===== config.mk =====
export PLATFORM = sky130hd
export DESIGN_NAME = sensor_slot_select_and_evict
export DESIGN_NICKNAME = d
export VERILOG_FILES = /design/src/rtl/ssse_pkg.sv /design/src/rtl/ssse_ctrl.sv /design/src/rtl/ssse_dp.sv /design/src/rtl/sensor_slot_select_and_evict.sv
export SDC_FILE = /design/constraint.sdc
export NUM_CORES = 2
export LEC_CHECK = 0
export BUFFER_PORTS_ARGS = -buffer_cell sky130_fd_sc_hd__buf_2
export CAP_MARGIN = 20
export CORE_MARGIN = 2
export CORE_UTILIZATION = 32
export CTS_BUF_LIST = sky130_fd_sc_hd__clkbuf_2
export DETAILED_ROUTE_END_ITERATION = 12
export PLACE_DENSITY_LB_ADDON = 0.25
export REMOVE_ABC_BUFFERS = 1
export SYNTH_ARGS = -nofsm -noshare
export SYNTH_HDL_FRONTEND = slang
export SYNTH_SLANG_ARGS = --single-unit

===== constraint.sdc =====
create_clock -name clk_i -period 20.8 [get_ports clk_i]
set_input_delay 2.08 -clock clk_i [delete_from_list [all_inputs] [get_ports clk_i]]
set_output_delay 2.08 -clock clk_i [all_outputs]
set_load 0.005 [all_outputs]

===== src/rtl/ssse_pkg.sv =====
package ssse_pkg;

  localparam int SLOT_COUNT = 8;
  localparam int SLOT_W     = $clog2(SLOT_COUNT);
  localparam int IDX_W      = 6;
  localparam int KEY_W      = 64;
  localparam int CAL_W      = 32;
  localparam int CHOSEN_W   = 3;

  typedef enum logic [1:0] {
    FUNC_ATTACH = 2'd0,
    FUNC_SELECT = 2'd1,
    FUNC_COMMIT = 2'd2
  } ssse_func_e;

  typedef enum logic [2:0] {
    S_IDLE,
    S_DISPATCH,
    S_ATTACH,
    S_COMMIT,
    S_MATCH,
    S_EVICT,
    S_RESULT
  } ssse_state_e;

  typedef struct packed {
    logic load;
    logic attach;
    logic commit;
    logic match;
    logic evict;
  } ssse_cmd_t;

  typedef struct packed {
    logic [1:0] func;
    logic       cvalid;
    logic       match_end;
    logic       go_evict;
    logic       evict_end;
  } ssse_stat_t;

  function automatic logic [CHOSEN_W-1:0] slot_to_out(input logic [SLOT_W-1:0] slot);
    logic [SLOT_W+CHOSEN_W-1:0] wide;
    wide = {{CHOSEN_W{1'b0}}, slot};
    return wide[CHOSEN_W-1:0];
  endfunction

endpackage


===== src/rtl/ssse_ctrl.sv =====
module ssse_ctrl
  import ssse_pkg::*;
(
  input  logic       clk_i,
  input  logic       rst_ni,
  input  logic       start_i,
  input  ssse_stat_t stat_i,
  output ssse_cmd_t  cmd_o,
  output logic       busy_o,
  output logic       done_o
);

  ssse_state_e state_q, state_d;

  always_ff @(posedge clk_i or negedge rst_ni) begin
    if (!rst_ni) begin
      state_q <= S_IDLE;
    end else begin
      state_q <= state_d;
    end
  end

  always_comb begin
    state_d = state_q;
    case (state_q)
      S_IDLE: begin
        if (start_i) state_d = S_DISPATCH;
      end
      S_DISPATCH: begin
        case (stat_i.func)
          FUNC_ATTACH: state_d = S_ATTACH;
          FUNC_SELECT: state_d = stat_i.cvalid ? S_MATCH : S_RESULT;
          FUNC_COMMIT: state_d = S_COMMIT;
          default:     state_d = S_RESULT;
        endcase
      end
      S_ATTACH: state_d = S_RESULT;
      S_COMMIT: state_d = S_RESULT;
      S_MATCH: begin
        if (stat_i.match_end) state_d = stat_i.go_evict ? S_EVICT : S_RESULT;
      end
      S_EVICT: begin
        if (stat_i.evict_end) state_d = S_RESULT;
      end
      S_RESULT: state_d = S_IDLE;
      default:  state_d = S_IDLE;
    endcase
  end

  always_comb begin
    cmd_o        = '0;
    cmd_o.load   = (state_q == S_IDLE) && start_i;
    cmd_o.attach = (state_q == S_ATTACH);
    cmd_o.commit = (state_q == S_COMMIT);
    cmd_o.match  = (state_q == S_MATCH);
    cmd_o.evict  = (state_q == S_EVICT);
    busy_o       = (state_q != S_IDLE);
    done_o       = (state_q == S_RESULT);
  end

endmodule


===== src/rtl/ssse_dp.sv =====
module ssse_dp
  import ssse_pkg::*;
(
  input  logic                clk_i,
  input  logic                rst_ni,
  input  ssse_cmd_t           cmd_i,
  input  logic [1:0]          func_i,
  input  logic                candidate_valid_i,
  input  logic [KEY_W-1:0]    sensor_key_i,
  input  logic [KEY_W-1:0]    firmware_key_i,
  input  logic [CAL_W-1:0]    cal_version_i,
  input  logic [IDX_W-1:0]    slot_index_i,
  output ssse_stat_t          stat_o,
  output logic [CHOSEN_W-1:0] chosen_slot_o,
  output logic                unchanged_o,
  output logic                status_o
);

  localparam logic [SLOT_W-1:0] LastSlot = SLOT_W'(SLOT_COUNT - 1);
  localparam logic [SLOT_W:0]   SlotNum  = (SLOT_W + 1)'(SLOT_COUNT);
  localparam logic [IDX_W:0]    IdxLimit = (IDX_W + 1)'(SLOT_COUNT);

  logic [1:0]       func_q;
  logic             cvalid_q;
  logic [KEY_W-1:0] key_q;
  logic [KEY_W-1:0] fw_q;
  logic [CAL_W-1:0] cal_q;
  logic [IDX_W-1:0] idx_q;

  logic [SLOT_COUNT-1:0] rec_valid_q;
  logic [KEY_W-1:0]      rec_sensor_q [SLOT_COUNT];
  logic [KEY_W-1:0]      rec_fw_q     [SLOT_COUNT];
  logic [CAL_W-1:0]      rec_cal_q    [SLOT_COUNT];
  logic [SLOT_COUNT-1:0] att_present_q;
  logic [KEY_W-1:0]      att_sensor_q [SLOT_COUNT];
  logic [SLOT_W-1:0]     ptr_q, ptr_d;

  logic [SLOT_W-1:0] cnt_q, cnt_d;
  logic              empty_vld_q, empty_vld_d;
  logic [SLOT_W-1:0] empty_q, empty_d;
  logic [SLOT_W-1:0] chosen_q, chosen_d;
  logic              same_q, same_d;
  logic              status_q, status_d;

  logic              idx_ok;
  logic [SLOT_W-1:0] idx_slot;
  logic [SLOT_W:0]   evict_sum;
  logic [SLOT_W-1:0] evict_slot;
  logic [SLOT_W-1:0] rd_addr;
  logic              rd_valid;
  logic [KEY_W-1:0]  rd_sensor;
  logic              hit;
  logic              last;
  logic [SLOT_COUNT-1:0] att_match;
  logic              attached;
  logic              commit_ok;

  assign idx_ok   = {1'b0, idx_q} < IdxLimit;
  assign idx_slot = idx_q[SLOT_W-1:0];
  assign last     = (cnt_q == LastSlot);

  always_comb begin
    evict_sum = {1'b0, ptr_q} + {1'b0, cnt_q};
    if (evict_sum >= SlotNum) evict_sum = evict_sum - SlotNum;
    evict_slot = evict_sum[SLOT_W-1:0];
  end

  always_comb begin
    rd_addr = cnt_q;
    if (cmd_i.evict)  rd_addr = evict_slot;
    if (cmd_i.commit) rd_addr = idx_slot;
  end

  assign rd_valid  = rec_valid_q[rd_addr];
  assign rd_sensor = rec_sensor_q[rd_addr];
  assign hit       = rd_valid && (rd_sensor == key_q);
  assign commit_ok = cvalid_q && idx_ok;

  always_comb begin
    for (int k = 0; k < SLOT_COUNT; k++) begin
      att_match[k] = att_present_q[k] && (att_sensor_q[k] == rd_sensor);
    end
  end
  assign attached = |att_match;

  always_comb begin
    cnt_d       = cnt_q;
    empty_vld_d = empty_vld_q;
    empty_d     = empty_q;
    chosen_d    = chosen_q;
    same_d      = same_q;
    status_d    = status_q;
    ptr_d       = ptr_q;
    if (cmd_i.load) begin
      cnt_d       = '0;
      empty_vld_d = 1'b0;
      chosen_d    = '0;
      same_d      = 1'b0;
      status_d    = 1'b0;
    end
    if (cmd_i.commit) begin
      status_d = !commit_ok;
      if (commit_ok && rd_valid && (rd_sensor != key_q)) begin
        ptr_d = (idx_slot == LastSlot) ? '0 : idx_slot + 1'b1;
      end
    end
    if (cmd_i.match) begin
      cnt_d = last ? '0 : cnt_q + 1'b1;
      if (hit) begin
        chosen_d = cnt_q;
        same_d   = (rec_fw_q[rd_addr] == fw_q) && (rec_cal_q[rd_addr] == cal_q);
      end else begin
        if (!rd_valid && !empty_vld_q) begin
          empty_vld_d = 1'b1;
          empty_d     = cnt_q;
        end
        if (last && empty_vld_q) chosen_d = empty_q;
        else if (last && !rd_valid) chosen_d = cnt_q;
      end
    end
    if (cmd_i.evict) begin
      cnt_d = last ? '0 : cnt_q + 1'b1;
      if (!attached)  chosen_d = evict_slot;
      else if (last)  chosen_d = ptr_q;
    end
  end

  always_ff @(posedge clk_i or negedge rst_ni) begin
    if (!rst_ni) begin
      rec_valid_q   <= '0;
      att_present_q <= '0;
      ptr_q         <= '0;
      cnt_q         <= '0;
      empty_vld_q   <= 1'b0;
    end else begin
      ptr_q       <= ptr_d;
      cnt_q       <= cnt_d;
      empty_vld_q <= empty_vld_d;
      if (cmd_i.attach && idx_ok) att_present_q[idx_slot] <= cvalid_q;
      if (cmd_i.commit && commit_ok) rec_valid_q[idx_slot] <= 1'b1;
    end
  end

  always_ff @(posedge clk_i) begin
    empty_q  <= empty_d;
    chosen_q <= chosen_d;
    same_q   <= same_d;
    status_q <= status_d;
    if (cmd_i.load) begin
      func_q   <= func_i;
      cvalid_q <= candidate_valid_i;
      key_q    <= sensor_key_i;
      fw_q     <= firmware_key_i;
      cal_q    <= cal_version_i;
      idx_q    <= slot_index_i;
    end
    if (cmd_i.attach && idx_ok) att_sensor_q[idx_slot] <= key_q;
    if (cmd_i.commit && commit_ok) begin
      rec_sensor_q[idx_slot] <= key_q;
      rec_fw_q[idx_slot]     <= fw_q;
      rec_cal_q[idx_slot]    <= cal_q;
    end
  end

  always_comb begin
    stat_o           = '0;
    stat_o.func      = func_q;
    stat_o.cvalid    = cvalid_q;
    stat_o.match_end = hit || last;
    stat_o.go_evict  = last && !hit && !empty_vld_q && rd_valid;
    stat_o.evict_end = !attached || last;
  end

  assign chosen_slot_o = slot_to_out(chosen_q);
  assign unchanged_o   = same_q;
  assign status_o      = status_q;

endmodule


===== src/rtl/sensor_slot_select_and_evict.sv =====
// Sensor slot table: select, commit and attached-list updates.
// Command channel: an item transfers at a rising edge with start_i high and
// busy_o low; func_i and the payload ports are sampled at that edge.
// Result channel: done_o is high for exactly one cycle per item, with
// chosen_slot_o, unchanged_o and status_o valid in that cycle. The receiver
// cannot stall; the result transfers at the edge ending the done_o cycle.
// Attach and commit pass through the dispatch state, their own state and the
// result state; unused codes and invalid select candidates go from dispatch
// straight to the result state. A select walks the slot table one slot per
// cycle through the single record read port until a match or the last slot,
// noting the first empty slot; with no match and no empty slot, an eviction
// walk follows, each step comparing one record against all attached entries
// in parallel. One item is in flight at a time; busy_o drops the cycle after
// done_o. Reset clears all record and attached valid marks and the eviction
// pointer; the block comes out of reset idle, ready to accept an item.
module sensor_slot_select_and_evict
  import ssse_pkg::*;
(
  input  logic                clk_i,
  input  logic                rst_ni,
  input  logic                start_i,
  output logic                busy_o,
  input  logic [1:0]          func_i,
  input  logic                candidate_valid_i,
  input  logic [KEY_W-1:0]    sensor_key_i,
  input  logic [KEY_W-1:0]    firmware_key_i,
  input  logic [CAL_W-1:0]    cal_version_i,
  input  logic [IDX_W-1:0]    slot_index_i,
  output logic                done_o,
  output logic [CHOSEN_W-1:0] chosen_slot_o,
  output logic                unchanged_o,
  output logic                status_o
);

  ssse_cmd_t  cmd;
  ssse_stat_t stat;

  ssse_ctrl u_ctrl (
    .clk_i   (clk_i),
    .rst_ni  (rst_ni),
    .start_i (start_i),
    .stat_i  (stat),
    .cmd_o   (cmd),
    .busy_o  (busy_o),
    .done_o  (done_o)
  );

  ssse_dp u_dp (
    .clk_i             (clk_i),
    .rst_ni            (rst_ni),
    .cmd_i             (cmd),
    .func_i            (func_i),
    .candidate_valid_i (candidate_valid_i),
    .sensor_key_i      (sensor_key_i),
    .firmware_key_i    (firmware_key_i),
    .cal_version_i     (cal_version_i),
    .slot_index_i      (slot_index_i),
    .stat_o            (stat),
    .chosen_slot_o     (chosen_slot_o),
    .unchanged_o       (unchanged_o),
    .status_o          (status_o)
  );

endmodule

Word level (Yosys, flattened, before mapping). Memory sizes are Yosys's and may differ from the RTL's. Cells that the tools add are included.

Add/subtract/negate cells: 4. Magnitude comparators: 5. Eq/ne operators: 25. Muxes and demuxes: 41. Bitwise gates (word level): 2. Reduce and logical (&&, ||, !) cells: 40.

Operator list (count): 64-bit == test (10); 64-bit inequality test (1); 3-bit 2-to-1 mux (19); 32-bit == test (1); 1-bit logical AND (23); 3-bit == test, second input constant (5); 1-bit 2-to-1 mux (15); 3-bit one-hot mux with 5 select lines (1); 3-bit one-hot mux with 3 select lines (1); 8-bit bitwise mux (1); 3-bit by 4-bit < comparator with 1-bit output, second input constant (2); 8-bit OR (1); 8-bit OR reduction (1); 3-bit by 1-bit adder with 3-bit output, second input constant (2); 3-bit by 2-bit == test with 1-bit output, second input constant (2); 6-bit by 4-bit < comparator with 1-bit output, second input constant (1); 3-bit AND reduction (2); 3-bit nonzero test (2); 1-bit zero test (5); 3-bit by 3-bit adder with 4-bit output (1); 4-bit greater-or-equal comparator, second input constant (1); 2-bit 2-to-1 mux (2); 2-bit by 1-bit inequality test with 1-bit output, second input constant (2); 1-bit binary-select mux with 3-bit select (1); 14 further kinds (15).

Register bits after elaboration: 203. Memory bits (writable): 1792. Input port bits: 172. Logic and storage cells: 137. Memories: 4.

Memory list: u_dp.att_sensor_q (depth 8, bits a word 64, read ports 8, clocked after memory_dff 0, wr ports 1, RTL line ssse_dp.sv:35) `logic [KEY_W-1:0] att_sensor_q [SLOT_COUNT];`; u_dp.rec_fw_q (depth 8, bits a word 64, read ports 1, clocked after memory_dff 0, wr ports 1, RTL line ssse_dp.sv:32) `logic [KEY_W-1:0] rec_fw_q [SLOT_COUNT];`; u_dp.rec_sensor_q (depth 8, bits a word 64, read ports 1, clocked after memory_dff 0, wr ports 1, RTL line ssse_dp.sv:31) `logic [KEY_W-1:0] rec_sensor_q [SLOT_COUNT];`; u_dp.rec_cal_q (depth 8, bits a word 32, read ports 1, clocked after memory_dff 0, wr ports 1, RTL line ssse_dp.sv:33) `logic [CAL_W-1:0] rec_cal_q [SLOT_COUNT];`.

Longest topological paths before layout.
Depth after elaboration: 16. Gate-level depth with buffers: 20. Depth with buffers taken out: 16.

By module. From an unflattened synthesis, not the netlist that was laid out.

Cells, all modules: 5015. Area, all modules: 86295.3 um2.

Modules (own cells, without submodules): ssse_dp (times used 1, cells each 4982, area an instance 86036.3 um2, sequential area each 59662.2 um2); ssse_ctrl (times used 1, cells each 33, area an instance 259.0 um2, sequential area each 75.1 um2).

Worst setup path after synthesis. No wires, ideal clock.

Path kind: register -> register. From: register u_ctrl.state_q[2]. To: register u_dp.rec_valid_q[0]. Setup time: 0.134 ns. Arrival: 13.018 ns. Path slack: 7.648 ns. Stages on the path, launching flop included: 8. Cell sequence: dfrtp_1 -> buf_6 -> clkbuf_1 -> nor2b_1 -> and2_1 -> nand4_1 -> nor3_1 -> or2_2.

Cells in the longest elaborated chain, start to end: 2.

Ends and longest elaborated chain: start: declaration (RTL line ssse_ctrl.sv:13) `ssse_state_e state_q, state_d;`; start signal: assignment (RTL line ssse_ctrl.sv:19) `state_q <= state_d;`; 3-bit by 2-bit == test with 1-bit output (RTL line ssse_ctrl.sv:54) `cmd_o.commit = (state_q == S_COMMIT);`; 1-bit logical AND (RTL line ssse_dp.sv:140) `if (cmd_i.commit && commit_ok) rec_valid_q[idx_slot] <= 1'b1;`; end signal: assignment (RTL line ssse_dp.sv:130) `rec_valid_q <= '0;`; end signal: indexed assignment (RTL line ssse_dp.sv:140); end: declaration (RTL line ssse_dp.sv:30) `logic [SLOT_COUNT-1:0] rec_valid_q;`.

Every way passes these cells. A chain may end at the register's enable or synchronous reset.

Worst setup path after layout.
From: register u_dp.cnt_q[0]. To: register u_dp.chosen_q[2], in the netlist u_dp.chosen_slot_o[2].

Cells in the longest elaborated chain, start to end: 16.

Ends and longest elaborated chain: start: declaration (RTL line ssse_dp.sv:38) `logic [SLOT_W-1:0] cnt_q, cnt_d;`; start signal: assignment (RTL line ssse_dp.sv:137) `cnt_q <= cnt_d;`; parallel branches: the longest is 15 deep, another holds memory 8 x 64 bit; 3-bit 2-to-1 mux * (RTL line ssse_dp.sv:121) `if (cmd_i.evict) begin`; named net u_dp.chosen_d[2] (RTL line ssse_dp.sv:41) `logic [SLOT_W-1:0] chosen_q, chosen_d;`; end signal: assignment (RTL line ssse_dp.sv:146) `chosen_q <= chosen_d;`; end: declaration (RTL line ssse_dp.sv:41).

Mark *: on every way through the listed nets, which the timed path passes. The select of a mux whose other input is x is not followed.

==> flow_summary.ini <==
[placement]
portBuffers = 178
place_ws_ns = 12.99
gp_congestion = 0.869
place_area_sq_mm = 0.0858
dp_cells = 7801
place_hpwl_microns = 128000

[critical_path]
path_class = reg -> reg
slowest_stage = nor4_1
critPathTopFamily = simple AND/OR/NAND/NOR gates
cp_data_arrival_time_ns = 9.60
slowest_delay_ns = 1.01
required_ns = 22.45
crit_chain = ha_1, inv_1, fa_1, xor2_1, o32a_2, buf_4, nand2_4, buf_12, buf_4, o32ai_1, mux2i_4, buf_4, xor2_1, nor4_1, nand2_1, nor4_1, a22oi_1, nand4_1, mux2_2, nor3_1
crit_path_end_kind = flip-flop
path_buf_inv = 5
path_max_fanout = 86
cp_common_cell = buf_4
start_kind = flip-flop

[timing]
whs_ns = 0.473
hold_viol_final = 0
rsz0062_at_grt = false
fmax_mhz = 126
fin_worst_skew_ns = 0.161
fin_crit_sh_pct = 38.3
setup_violations = 0
maxSlewHeadroom_pct = 20.1
worst_slack_ns = 12.84
slew_viol_final = 0
fin_crit_ns = 7.96
setup_tns_ns = 0
worst_pin_slew_ns = 1.19

[final_layout]
finalInstanceArea_sq_mm = 0.0903
drive_gt1_share_pct = 27.8
instances_no_fill = 8693
area_growth_syn_to_layout_pct = 12.3
final_nets = 5169
fillers = 23800

[run]
maxCapViolCount = 0

[yosys]
yosysTopAreaCell = edfxtp_1
synth-async-reset-ratio_pct = 1.30
syn_avg_cell_area_sq_um = 18.4
syn-cell-area_sq_mm = 0.0804
synthDistinctLibCells = 69
ys_warn_count = 0
synth_common_cells = edfxtp_1, xor2_1, xnor2_1
synth.area.top_cells = edfxtp_1, mux4_2, xor2_1
yosys.area.top_type_share_pct = 73.4
netlist_instances = 4363
synth_most_common_cell = edfxtp_1
ys_seq_elements = 1995
synth_flop_cell = edfxtp_1
synth_edf_count = 1965
synth_seq_area_share_pct = 74.3

[clock_tree]
clk_latency_ns = 1.75
cts_resized = 0
root_buffer = clkbuf_2
clk_pin_slew_ns = 0.09
hold_buffers = 0
post-cts-setup-buffers = 0
cts.sinks = 1995
cts_tree = yes
cts_max_level = 6
ctsLongestPathBuffers = 4
cts-buffers-inserted = 535

[drt]
drtAntennaViolNets = 0
vias_per_cell = 5.08
vias = 44200
drtPass1Iterations = 7
drc = 0
drt_iter0_drc = 4285
finalWirelength_microns = 228000
wl_per_cell_microns = 26.2

[power_and_ir_drop]
peakVddDrop_mv = 0.129
power_leakage_nw = 29.5
power_density_mw_per_mm2 = 133

[run_status]
status = finished clean

[global_route]
first_global_vias = 45600
grt-ovfl-total = 0
gr-usage-all-layers_pct = 17.4
grt_pass1_wl_microns = 325000
grt_max_degree = 167
antenna_found_initial = 25

[floorplan]
initial_utilization_pct = 32.1
core_sq_mm = 0.251
die-area_sq_mm = 0.255
rows = 184
die_y_microns = 505
ios = 179
die_w_microns = 505

[worst_hold_path]
hold_path_class = reg -> reg
## final timing paths
path / slack (ns) / endpoint / startpoint / cells past startpoint
max in group asynchronous: 19.59 / u_dp.rec_valid_q[2]$_DFFE_PN0P_ / rst_ni / 1
worst max-delay path: 12.84 / u_dp.chosen_slot_o[2]$_DFF_P_ / u_dp.cnt_q[0]$_DFFE_PN0P_ / 20
min in group asynchronous: 0.52 / u_dp.att_present_q[4]$_DFFE_PN0P_ / rst_ni / 1
worst min register to register: 0.47 / u_dp.rec_valid_q[3]$_DFFE_PN0P_ / u_dp.rec_valid_q[3]$_DFFE_PN0P_ / 1
worst min-delay path: 0.47 / u_dp.rec_valid_q[3]$_DFFE_PN0P_ / u_dp.rec_valid_q[3]$_DFFE_PN0P_ / 1
worst max register to register: 12.84 / u_dp.chosen_slot_o[2]$_DFF_P_ / u_dp.cnt_q[0]$_DFFE_PN0P_ / 20
## report_power, final
group	internal (W)	switching, W	leakage, nW
combinational	0.00167	0.00297	7.89
sequential	0.00460	0.000112	18.1
clock	0.00105	0.00162	3.53
## routing by layer
| metal | global-route usage (%) | wire length (microns) | vias up |
|---|---|---|---|
| li1 | - | - | 19100 |
| met1 | 24.3 | 101000 | 23000 |
| met2 | 27.2 | 106000 | 1669 |
| met3 | 3.67 | 15200 | 369 |
| met4 | 5.05 | 5610 | 6 |
| met5 | 0 | 41 | - |
## worst register-to-register path, cell delays in order (launching register included)
cell and delay, ns:
dfrtp_1 0.60, ha_1 0.22, inv_1 0.05, fa_1 0.38, xor2_1 0.19, o32a_2 0.34, buf_4 0.28, nand2_4 0.61
buf_12 0.58, buf_4 0.89, o32ai_1 0.26, mux2i_4 0.16, buf_4 0.35, xor2_1 0.12, nor4_1 1.01, nand2_1 0.12
nor4_1 0.53, a22oi_1 0.14, nand4_1 0.49, mux2_2 0.42, nor3_1 0.19
## state kept, by name, summed over array words and instances (netlist names), 2 cells and up
register / flops
u_dp.att_sensor_q: 512
u_dp.rec_fw_q: 512
u_dp.rec_sensor_q: 512
u_dp.rec_cal_q: 256
u_dp.fw_q: 64
u_dp.key_q: 64
u_dp.cal_q: 32
u_dp.att_present_q: 8
u_dp.rec_valid_q: 8
u_dp.idx_q: 6
u_ctrl.state_q: 3
u_dp.chosen_slot_o: 3
u_dp.cnt_q: 3
u_dp.empty_q: 3
u_dp.ptr_q: 3
u_dp.func_q: 2
## layout make-up
| class | instances | area, sq um | area share, % |
|---|---|---|---|
| repair buffers | 344 | 2230 | 2.47 |
| inverters | 43 | 169 | 0.187 |
| clock inverters | 99 | 562 | 0.622 |
| clock buffers | 781 | 3910 | 4.33 |
| diodes | 11 | 27.5 | 0.0305 |
| multi-input cells | 2072 | 19500 | 21.6 |
| well taps | 3348 | 4190 | 4.64 |
| flip-flops and latches | 1995 | 59700 | 66.2 |
## stage by stage
stage,util [%],total power [W]
floorplan,-,0.00848
global placement,34.2,0.00945
detailed placement,34.2,0.00946
CTS,36.0,0.0122
global route,36.0,0.0126
finish,36.0,0.0120
## cells by family after synthesis
family          Yosys count  synth area share (%)
flops                  1995                  74.3
xor+xnor                627                  6.84
compound gates          597                  5.73
simple gates            473                  3.35
mux                     369                  7.89
buf+inv                 296                  1.80
fa+ha+maj                 6                 0.103
## layout by cell type, fill, tap and decap left out, types with 41 or more instances in the layout
cell type,count
buf_2,180
and3_1,69
mux4_2,194
a32o_1,68
edfxtp_1,1965
buf_4,156
clkinv_1,55
o21ai_0,130
inv_1,41
a21boi_0,108
clkbuf_2,781
xor2_1,423
nand3_1,75
mux2i_1,102
nor4_1,131
o32ai_1,61
xnor2_1,203
a32oi_1,123
nand4_1,72
(Power assumes the default switching activity.)
